### src/sv/sliding_window_median_filter_defines.svh
// ----------------------------------------------------------------------------
// Sliding window median filter: assertion macros
// Concurrent assertion helpers, used by the filter's datapath module.
// ----------------------------------------------------------------------------
`ifndef SLIDING_WINDOW_MEDIAN_FILTER_DEFINES_SVH
`define SLIDING_WINDOW_MEDIAN_FILTER_DEFINES_SVH

// A condition that must hold at every clock edge outside reset.
`define SWMF_ASSERT_ALWAYS(label, clk, rst_n, cond, msg) \
    label: assert property (@(posedge clk) disable iff (!rst_n) (cond)) else $error(msg);

// A consequence that must hold in the same cycle as its antecedent.
`define SWMF_ASSERT_IMPLY(label, clk, rst_n, ante, cons, msg) \
    label: assert property (@(posedge clk) disable iff (!rst_n) (ante) |-> (cons)) \
        else $error(msg);

`endif

### src/sv/swmf_pkg.sv
// ----------------------------------------------------------------------------
// Sliding window median filter: package
// Shared constants, controller states and controller/datapath interface types.
// ----------------------------------------------------------------------------
package swmf_pkg;

    localparam int MAX_WINDOW_DEF  = 32;
    localparam int SAMPLE_BITS_DEF = 16;

    localparam int CFG_W     = 6;   // width of the window_length write field
    localparam int USED_W    = 6;   // width of the samples_used result field
    localparam int APB_AW    = 3;
    localparam int APB_DW    = 32;
    localparam int LEN_RESET = 5;

    // Register index, taken from the word address bits of paddr.
    localparam logic [0:0] REG_WINDOW_LENGTH = 1'b0;

    typedef enum logic [2:0] {
        S_IDLE,
        S_LOAD,
        S_DRAIN,
        S_PICK,
        S_FINISH
    } t_state;

    typedef struct packed {
        logic start;    // take the word: store it, advance pointer, clear sorter
        logic issue;    // read the next window entry into the sorter
        logic pick;     // capture the upper middle value
        logic finish;   // form the median and load the output register
    } t_cmd;

    typedef struct packed {
        logic last_issue;
        logic out_free;
    } t_sts;

endpackage

### src/sv/swmf_ram.sv
// ----------------------------------------------------------------------------
// Sliding window median filter: generic RAM
// One write port and one read port, read data registered.
// ----------------------------------------------------------------------------
module swmf_ram #(
    parameter int WIDTH = 16,
    parameter int DEPTH = 32,
    localparam int AW = (DEPTH > 1) ? $clog2(DEPTH) : 1
) (
    input  logic             i_clk,
    input  logic             i_we,
    input  logic [AW-1:0]    i_waddr,
    input  logic [WIDTH-1:0] i_wdata,
    input  logic [AW-1:0]    i_raddr,
    output logic [WIDTH-1:0] o_rdata
);

    logic [WIDTH-1:0] r_mem [DEPTH];
    logic [WIDTH-1:0] r_rdata;

    always_ff @(posedge i_clk) begin
        if (i_we) begin
            r_mem[i_waddr] <= i_wdata;
        end
        r_rdata <= r_mem[i_raddr];
    end

    assign o_rdata = r_rdata;

endmodule

### src/sv/swmf_ctrl.sv
// ----------------------------------------------------------------------------
// Sliding window median filter: controller
// Sequences one word through store, window read-out, sort and median pick.
// ----------------------------------------------------------------------------
module swmf_ctrl (
    input  logic          i_clk,
    input  logic          i_rst_n,
    input  logic          i_valid,
    output logic          o_ready,
    input  swmf_pkg::t_sts i_sts,
    output swmf_pkg::t_cmd o_cmd
);
    import swmf_pkg::*;

    t_state r_state;
    t_state n_state;

    always_ff @(posedge i_clk) begin
        if (!i_rst_n) begin
            r_state <= S_IDLE;
        end else begin
            r_state <= n_state;
        end
    end

    always_comb begin
        n_state = r_state;
        o_cmd   = '0;
        o_ready = 1'b0;
        case (r_state)
            S_IDLE: begin
                o_ready = 1'b1;
                if (i_valid) begin
                    o_cmd.start = 1'b1;
                    n_state     = S_LOAD;
                end
            end
            S_LOAD: begin
                o_cmd.issue = 1'b1;
                if (i_sts.last_issue) begin
                    n_state = S_DRAIN;
                end
            end
            S_DRAIN: begin
                // The last read entry is inserted into the sorter here.
                n_state = S_PICK;
            end
            S_PICK: begin
                o_cmd.pick = 1'b1;
                n_state    = S_FINISH;
            end
            S_FINISH: begin
                if (i_sts.out_free) begin
                    o_cmd.finish = 1'b1;
                    n_state      = S_IDLE;
                end
            end
            default: begin
                n_state = S_IDLE;
            end
        endcase
    end

endmodule

### src/sv/swmf_dpath.sv
// ----------------------------------------------------------------------------
// Sliding window median filter: datapath
// Window RAM, write pointer, insertion sorter cells and output register.
// ----------------------------------------------------------------------------
`include "sliding_window_median_filter_defines.svh"

module swmf_dpath #(
    parameter int MAX_WINDOW  = swmf_pkg::MAX_WINDOW_DEF,
    parameter int SAMPLE_BITS = swmf_pkg::SAMPLE_BITS_DEF,
    localparam int CW = $clog2(MAX_WINDOW + 1)
) (
    input  logic                          i_clk,
    input  logic                          i_rst_n,
    input  logic                          i_cfg_we,
    input  logic [swmf_pkg::CFG_W-1:0]    i_cfg_data,
    output logic [CW-1:0]                 o_len,
    input  logic signed [SAMPLE_BITS-1:0] i_sample,
    input  swmf_pkg::t_cmd                i_cmd,
    output swmf_pkg::t_sts                o_sts,
    output logic                          o_valid,
    input  logic                          i_ready,
    output logic signed [SAMPLE_BITS-1:0] o_median,
    output logic [swmf_pkg::USED_W-1:0]   o_used
);
    import swmf_pkg::*;

    localparam int PW = (MAX_WINDOW > 1) ? $clog2(MAX_WINDOW) : 1;
    localparam int LEN_RST = (LEN_RESET > MAX_WINDOW) ? MAX_WINDOW : LEN_RESET;

    logic [CW-1:0]  r_len;
    logic [PW-1:0]  r_wp;
    logic           r_full;
    logic [CW-1:0]  r_count;
    logic [PW-1:0]  r_rd_idx;
    logic           r_rd_pend;

    logic signed [SAMPLE_BITS-1:0] r_cell [MAX_WINDOW];
    logic signed [SAMPLE_BITS-1:0] n_cell [MAX_WINDOW];
    logic [MAX_WINDOW-1:0]         r_cvalid;
    logic [MAX_WINDOW-1:0]         n_cvalid;
    logic [MAX_WINDOW-1:0]         w_gt;

    logic signed [SAMPLE_BITS-1:0] r_hi;
    logic signed [SAMPLE_BITS-1:0] r_med;
    logic [CW-1:0]                 r_used;
    logic                          r_out_valid;

    logic [SAMPLE_BITS-1:0]        w_rdata;
    logic signed [SAMPLE_BITS-1:0] w_din;
    logic [CW-1:0]                 w_len_cfg;
    logic [CW-1:0]                 w_wp1;
    logic                          w_wrap;
    logic [CW-1:0]                 w_half;
    logic [CW-1:0]                 w_sel;
    logic signed [SAMPLE_BITS-1:0] w_pick;
    logic signed [SAMPLE_BITS:0]   w_sum;
    logic signed [SAMPLE_BITS-1:0] w_med;

    swmf_ram #(
        .WIDTH (SAMPLE_BITS),
        .DEPTH (MAX_WINDOW)
    ) u_window (
        .i_clk   (i_clk),
        .i_we    (i_cmd.start),
        .i_waddr (r_wp),
        .i_wdata (i_sample),
        .i_raddr (r_rd_idx),
        .o_rdata (w_rdata)
    );

    assign w_din = $signed(w_rdata);

    // A length of zero acts as one; anything above the window size saturates.
    always_comb begin
        if (i_cfg_data == '0) begin
            w_len_cfg = CW'(1);
        end else if (32'(i_cfg_data) > 32'(MAX_WINDOW)) begin
            w_len_cfg = CW'(MAX_WINDOW);
        end else begin
            w_len_cfg = CW'(i_cfg_data);
        end
    end

    assign w_wp1  = CW'(r_wp) + CW'(1);
    assign w_wrap = (w_wp1 == r_len);

    always_ff @(posedge i_clk) begin
        if (!i_rst_n) begin
            r_len  <= CW'(LEN_RST);
            r_wp   <= '0;
            r_full <= 1'b0;
        end else if (i_cfg_we) begin
            r_len  <= w_len_cfg;
            r_wp   <= '0;
            r_full <= 1'b0;
        end else if (i_cmd.start) begin
            r_wp   <= w_wrap ? '0 : PW'(w_wp1);
            r_full <= r_full | w_wrap;
        end
    end

    always_ff @(posedge i_clk) begin
        if (i_cmd.start) begin
            r_count <= (r_full || w_wrap) ? r_len : w_wp1;
        end
    end

    always_ff @(posedge i_clk) begin
        if (!i_rst_n) begin
            r_rd_idx  <= '0;
            r_rd_pend <= 1'b0;
        end else begin
            r_rd_pend <= i_cmd.issue;
            if (i_cmd.start) begin
                r_rd_idx <= '0;
            end else if (i_cmd.issue) begin
                r_rd_idx <= r_rd_idx + PW'(1);
            end
        end
    end

    assign o_sts.last_issue = (CW'(r_rd_idx) + CW'(1) == r_count);
    assign o_sts.out_free   = !r_out_valid || i_ready;

    // Insertion sorter: cells hold an ascending run, empty cells count as
    // larger than anything, and every cell above the new word's place
    // shifts up by one.
    always_comb begin
        for (int i = 0; i < MAX_WINDOW; i++) begin
            w_gt[i] = !r_cvalid[i] || (r_cell[i] > w_din);
        end
        n_cell[0]   = w_gt[0] ? w_din : r_cell[0];
        n_cvalid[0] = 1'b1;
        for (int i = 1; i < MAX_WINDOW; i++) begin
            if (!w_gt[i]) begin
                n_cell[i] = r_cell[i];
            end else if (w_gt[i-1]) begin
                n_cell[i] = r_cell[i-1];
            end else begin
                n_cell[i] = w_din;
            end
            n_cvalid[i] = r_cvalid[i-1];
        end
    end

    always_ff @(posedge i_clk) begin
        if (r_rd_pend) begin
            r_cell <= n_cell;
        end
    end

    always_ff @(posedge i_clk) begin
        if (!i_rst_n) begin
            r_cvalid <= '0;
        end else if (i_cmd.start) begin
            r_cvalid <= '0;
        end else if (r_rd_pend) begin
            r_cvalid <= n_cvalid;
        end
    end

    // One read port on the cells: upper middle first, lower middle next.
    assign w_half = r_count >> 1;
    assign w_sel  = i_cmd.pick ? w_half : (w_half - CW'(1));
    assign w_pick = r_cell[w_sel[PW-1:0]];

    always_ff @(posedge i_clk) begin
        if (i_cmd.pick) begin
            r_hi <= w_pick;
        end
    end

    assign w_sum = {w_pick[SAMPLE_BITS-1], w_pick} + {r_hi[SAMPLE_BITS-1], r_hi};
    assign w_med = r_count[0] ? r_hi : SAMPLE_BITS'(w_sum >>> 1);

    always_ff @(posedge i_clk) begin
        if (i_cmd.finish) begin
            r_med  <= w_med;
            r_used <= r_count;
        end
    end

    always_ff @(posedge i_clk) begin
        if (!i_rst_n) begin
            r_out_valid <= 1'b0;
        end else if (i_cmd.finish) begin
            r_out_valid <= 1'b1;
        end else if (i_ready) begin
            r_out_valid <= 1'b0;
        end
    end

    assign o_len    = r_len;
    assign o_valid  = r_out_valid;
    assign o_median = r_med;
    assign o_used   = USED_W'(r_used);

    `SWMF_ASSERT_ALWAYS(a_wp_in_window, i_clk, i_rst_n, (CW'(r_wp) < r_len),
        "write pointer outside the window")
    `SWMF_ASSERT_IMPLY(a_issue_in_range, i_clk, i_rst_n, i_cmd.issue,
        (CW'(r_rd_idx) < r_count), "window read beyond the valid count")
    `SWMF_ASSERT_IMPLY(a_sorter_filled, i_clk, i_rst_n, i_cmd.pick,
        ($countones(r_cvalid) == 32'(r_count)), "sorter fill does not match count")
    `SWMF_ASSERT_IMPLY(a_no_overwrite, i_clk, i_rst_n, i_cmd.finish,
        (!r_out_valid || i_ready), "result loaded over a word not yet taken")

endmodule

### src/sv/sliding_window_median_filter.sv
// ----------------------------------------------------------------------------
// Sliding window median filter: top level
// Running median over the most recent window_length signed samples.
//
// Input channel: i_valid / o_ready carry one signed sample per word.
// Output channel: o_valid / i_ready carry the median and the number of
// samples it was taken over. Each input word yields exactly one output word.
// Configuration: an APB-style port; window_length sits at byte address 0.
// Writing it resets the write pointer and restarts the fill of the window.
// Only write it while no word is in flight.
// Sequence: once a sample is accepted, the window RAM feeds the insertion
// sorter one entry per cycle until all count entries, where count is the
// number of samples used, are inserted; then the upper middle is picked,
// the median is formed and loaded into the output register, and only then
// is the next sample accepted. o_ready is high only while the block is idle.
// The output word sits in a register, so the next sample is accepted while
// a result still waits. If the receiver stalls, the following result waits
// inside the block and no further sample is taken until it moves out.
// Reset clears the pointer and fill state and sets window_length to 5.
// ----------------------------------------------------------------------------
module sliding_window_median_filter #(
    parameter int MAX_WINDOW  = swmf_pkg::MAX_WINDOW_DEF,
    parameter int SAMPLE_BITS = swmf_pkg::SAMPLE_BITS_DEF
) (
    input  logic                          i_clk,
    input  logic                          i_rst_n,
    input  logic                          psel,
    input  logic                          penable,
    input  logic                          pwrite,
    input  logic [swmf_pkg::APB_AW-1:0]   paddr,
    input  logic [swmf_pkg::APB_DW-1:0]   pwdata,
    output logic [swmf_pkg::APB_DW-1:0]   prdata,
    output logic                          pready,
    input  logic                          i_valid,
    output logic                          o_ready,
    input  logic signed [SAMPLE_BITS-1:0] i_sample_in,
    output logic                          o_valid,
    input  logic                          i_ready,
    output logic signed [SAMPLE_BITS-1:0] o_median_out,
    output logic [swmf_pkg::USED_W-1:0]   o_samples_used
);
    import swmf_pkg::*;

    localparam int CW = $clog2(MAX_WINDOW + 1);

    t_cmd          w_cmd;
    t_sts          w_sts;
    logic          w_reg_hit;
    logic          w_cfg_we;
    logic [CW-1:0] w_len;

    assign w_reg_hit = (paddr[2] == REG_WINDOW_LENGTH) && (paddr[1:0] == 2'b00);
    assign w_cfg_we  = psel && penable && pwrite && w_reg_hit;
    assign pready    = 1'b1;
    assign prdata    = w_reg_hit ? APB_DW'(w_len) : '0;

    swmf_ctrl u_ctrl (
        .i_clk   (i_clk),
        .i_rst_n (i_rst_n),
        .i_valid (i_valid),
        .o_ready (o_ready),
        .i_sts   (w_sts),
        .o_cmd   (w_cmd)
    );

    swmf_dpath #(
        .MAX_WINDOW  (MAX_WINDOW),
        .SAMPLE_BITS (SAMPLE_BITS)
    ) u_dpath (
        .i_clk      (i_clk),
        .i_rst_n    (i_rst_n),
        .i_cfg_we   (w_cfg_we),
        .i_cfg_data (pwdata[CFG_W-1:0]),
        .o_len      (w_len),
        .i_sample   (i_sample_in),
        .i_cmd      (w_cmd),
        .o_sts      (w_sts),
        .o_valid    (o_valid),
        .i_ready    (i_ready),
        .o_median   (o_median_out),
        .o_used     (o_samples_used)
    );

endmodule

### config.mk
export PLATFORM = sky130hd
export DESIGN_NAME = sliding_window_median_filter
export DESIGN_NICKNAME = d
export VERILOG_FILES = /design/src/sv/swmf_pkg.sv /design/src/sv/swmf_ram.sv /design/src/sv/swmf_ctrl.sv /design/src/sv/swmf_dpath.sv /design/src/sv/sliding_window_median_filter.sv
export VERILOG_INCLUDE_DIRS = /design/src /design/src/sv
export SDC_FILE = /design/constraint.sdc
export NUM_CORES = 2
export LEC_CHECK = 0
export ABC_CLOCK_PERIOD_IN_PS = 9020
export BUFFER_PORTS_ARGS = -buffer_cell sky130_fd_sc_hd__buf_4
export CORE_ASPECT_RATIO = 2
export CORE_UTILIZATION = 35
export CTS_CLUSTER_SIZE = 40
export DETAILED_ROUTE_END_ITERATION = 7
export PLACE_DENSITY = 0.6
export SETUP_SLACK_MARGIN = 0.05
export SYNTH_ARGS = -nofsm -noshare
export SYNTH_HDL_FRONTEND = slang
export SYNTH_SLANG_ARGS = --single-unit
### constraint.sdc
create_clock -name i_clk -period 9.02 [get_ports i_clk]
set_input_delay 1.804 -clock i_clk [delete_from_list [all_inputs] [get_ports i_clk]]
set_output_delay 1.804 -clock i_clk [all_outputs]
set_load 0.03 [all_outputs]
==> results.json <==
{
  "slowest_stage": "xnor2_4",
  "cts_resized": 0,
  "dr.pass1.iters": 5,
  "drv_slew": 0,
  "post-route-min-period_ns": 6.71,
  "cts_tree": "done",
  "clkLatencyLatePin_ns": 0.74,
  "initial_core_util_pct": 35.2,
  "rr_endpoint": "u_dpath.o_median[13]$_DFFE_PP_",
  "r2r_slack_ns": 2.31,
  "hold_path.class": "reg -> reg",
  "via_per_inst": 5.79,
  "place_hpwl_um": 149000,
  "routed_wl_um": 208000,
  "holdPathStages": 2,
  "drtAntennaViolNets": 0,
  "slew_headroom_pct": 3.22,
  "endpoint_kind": "flip-flop",
  "synth_top_area_share_pct": 51.7,
  "powerDensity_nw_per_um2": 213,
  "ys.flop_type": "edfxtp_1",
  "root_buffer": "clkbuf_16",
  "grt-ovfl-total": 0,
  "synth.area.top_cells": "edfxtp_1 52%, ha_1 11%, mux4_2 10%",
  "critical_path.startpoint": "u_ctrl.r_state[2]$_SDFFE_PN0P_",
  "seq_area_frac_synth_pct": 54.0,
  "crit_required_ns": 9.48,
  "critical_path.endpoint": "u_dpath.o_median[13]$_DFFE_PP_",
  "rsz0062_at_grt": "no",
  "cts_hold_buf": 0,
  "cp.arrival_ns": 7.17,
  "pin_count": 115,
  "syn_area_um2": 62000,
  "drive_above_1_share_pct": 27.6,
  "cts_buffers": 105,
  "path_class": "reg -> reg",
  "synth-xor-area-share_pct": 0.624,
  "critPathMaxFanout": 23,
  "area_growth_pct": 11.3,
  "synth-compound-area-share_pct": 5.78,
  "antenna_found_initial": 5,
  "routabilityCongestion": 1.01,
  "die_w_um": 300,
  "design.core.area_um2": 176000,
  "p_leak_nw": 24.4,
  "status": "complete, no violations",
  "cp_cell_sequence": "nand3b_4, inv_4, xnor2_4, buf_4, mux4_2, nand2_1, nand3_1, nand3_1, o21ai_0, ha_1, a21o_1, a21oi_1, o21bai_1, a21oi_1, o21bai_1, a211o_1, a2111oi_0, nor3_1, xnor2_1, o21ai_0",
  "yosys.area.top_type": "edfxtp_1",
  "dieArea_um2": 179000,
  "async_flop_share_pct": 0,
  "design_area_um2": 69000,
  "synth_warnings": 0,
  "nNetsFinal": 4878,
  "synth-edff-count": 1068,
  "synth-simple-area-share_pct": 6.31,
  "cts_sinks": 1138,
  "hold_viol": 0,
  "grt_usage_pct": 23.2,
  "totalNegativeSetupSlack_ns": 0,
  "vias": 38741,
  "max_stage_delay_ns": 0.62,
  "route.detailed.drc": 0,
  "fillers": 16476,
  "max_freq_ghz": 0.149,
  "synth.area.mux_share_pct": 20.4,
  "worstRegToRegCells": 20,
  "yosysUniqueCellTypes": 73,
  "drv_cap": 0,
  "fin_skew_ns": 0.0459,
  "grt_pass1_wl_um": 293000,
  "place_area_um2": 65600,
  "post_cts_buffers": 0,
  "synth_top_family_by_area": "multiplexers",
  "worstReg2RegStart": "u_ctrl.r_state[2]$_SDFFE_PN0P_",
  "setup_viol": 0,
  "cts.htree.levels": 3,
  "rows": 218,
  "ir_drop_uv": 152,
  "clk_pin_slew_ns": 0.06,
  "grt_max_degree": 100,
  "initialDrtViolationCount": 2806,
  "io_buffers": 61,
  "tightest_slew_ns": 1.45,
  "min_period_over_period_pct": 74.3,
  "synthAdderAreaFrac_pct": 10.8,
  "die_h_um": 597,
  "ys_ff_latch": 1138,
  "startpoint_type": "flip-flop",
  "grt_pass1_vias": 40619,
  "wire_per_inst_um": 31.1,
  "avgSynthCellArea_um2": 14.8,
  "clk_path_buf_depth": 3,
  "synth_cells": 4186
}
worst max-delay path: cells and delay by family (launching register included):
kind,cells,cell delay [ns]
simple gates,5,1.19
buf+inv,2,0.69
xor+xnor,2,0.77
compound gates,9,2.18
mux,1,0.57
flops,1,0.50
fa+ha+maj,1,0.47
worst min-delay path by stage:
stage / from / slack (ns) / to
CTS: u_dpath.r_cvalid[28]$_SDFFE_PP0P_ / 0.53 / u_dpath.r_cvalid[28]$_SDFFE_PP0P_
global route: u_dpath.r_cvalid[28]$_SDFFE_PP0P_ / 0.55 / u_dpath.r_cvalid[28]$_SDFFE_PP0P_
finish: u_dpath.r_cvalid[0]$_SDFFE_PP0P_ / 0.53 / u_dpath.r_cvalid[0]$_SDFFE_PP0P_
global placement: u_dpath.r_cvalid[4]$_SDFFE_PP0P_ / 0.50 / u_dpath.r_cvalid[4]$_SDFFE_PP0P_
detailed placement: u_dpath.r_cvalid[28]$_SDFFE_PP0P_ / 0.51 / u_dpath.r_cvalid[28]$_SDFFE_PP0P_
floorplan: u_dpath.r_count[0]$_DFFE_PP_ / 0.42 / u_dpath.o_used[0]$_DFFE_PP_
flip-flops by register name, summed over array words and instances, names as in the netlist, 5 cells and up:
signal	flops
u_dpath.o_len	6
u_dpath.o_median	16
u_dpath.o_used	6
u_dpath.r_cell	512
u_dpath.r_count	6
u_dpath.r_cvalid	32
u_dpath.r_hi	16
u_dpath.r_rd_idx	5
u_dpath.r_wp	5
u_dpath.u_window.o_rdata	16
u_dpath.u_window.r_mem	512
per-layer routing:
layer | track usage [%] | routed length (µm) | vias to the layer above
met5 | 0 | 0 | -
met4 | 22.3 | 24200 | 0
met3 | 2.58 | 7820 | 624
met2 | 43.7 | 113000 | 1334
met1 | 21.0 | 63700 | 19982
li1 | - | - | 16801
through the flow:
stage,power [mW],hold WS [ns],setup slack (ns),instances,utilization [%]
after floorplan,8.61,0.424,3.77,4211,-
after CTS,14.7,0.529,2.38,6686,39.2
final,14.7,0.527,2.31,6689,39.2
after global placement,10.1,0.496,2.42,6489,37.2
after detailed placement,10.2,0.511,2.39,6489,37.2
after global routing,15.2,0.555,2.06,6687,39.2
synthesized netlist by cell type (7+ instances only):
master	number
nand3_1	102
nand2_1	206
o21ai_0	88
mux2_2	516
a211o_1	7
buf_1	16
dfxtp_1	70
nor2b_1	71
nor3_1	20
or3_1	10
nor2_1	151
xor2_1	21
clkbuf_1	140
and3_1	22
a31o_2	8
xnor2_1	20
o21a_1	109
nor4_1	21
and2_1	28
mux2i_1	52
o21bai_1	9
a21o_1	82
o21ai_1	17
ha_1	533
buf_4	30
nand2b_1	27
buf_2	35
o211ai_1	17
mux4_2	280
a211oi_1	9
a311oi_1	7
inv_1	78
nand4_1	108
edfxtp_1	1068
a21oi_1	115
a221o_1	7
logic make-up after synthesis:
family,after synthesis
simple gates,784
fa+ha+maj,534
flops,1138
other cells,2
compound gates,535
mux,848
buf+inv,303
xor+xnor,42
cell usage in the layout (no fill, tap or decap), types with 102 or more instances in the layout:
cell	Yosys	final
clkbuf_16	0	106
nand2_1	206	205
nand4_1	108	108
o21a_1	109	109
ha_1	533	533
a21oi_1	115	115
buf_4	30	188
nor2_1	151	143
mux2_2	516	516
nand3_1	102	102
mux4_2	280	280
edfxtp_1	1068	1068
power breakdown:
group | switching [mW] | internal (mW)
clock network | 2.11 | 2.48
registers | 0.255 | 6.04
logic | 2.41 | 1.41
area by class of cell:
class	instances	area, µm²	area share (%)
well taps	2310	2890	4.19
inverters	80	303	0.439
clock buffers	142	2830	4.10
repair buffers	191	1470	2.13
multi-input cells	2770	27400	39.7
diodes	3	7.51	0.0109
flip-flops and latches	1138	33500	48.6
clock inverters	55	601	0.870
Power figures use the tool's default switching activity.
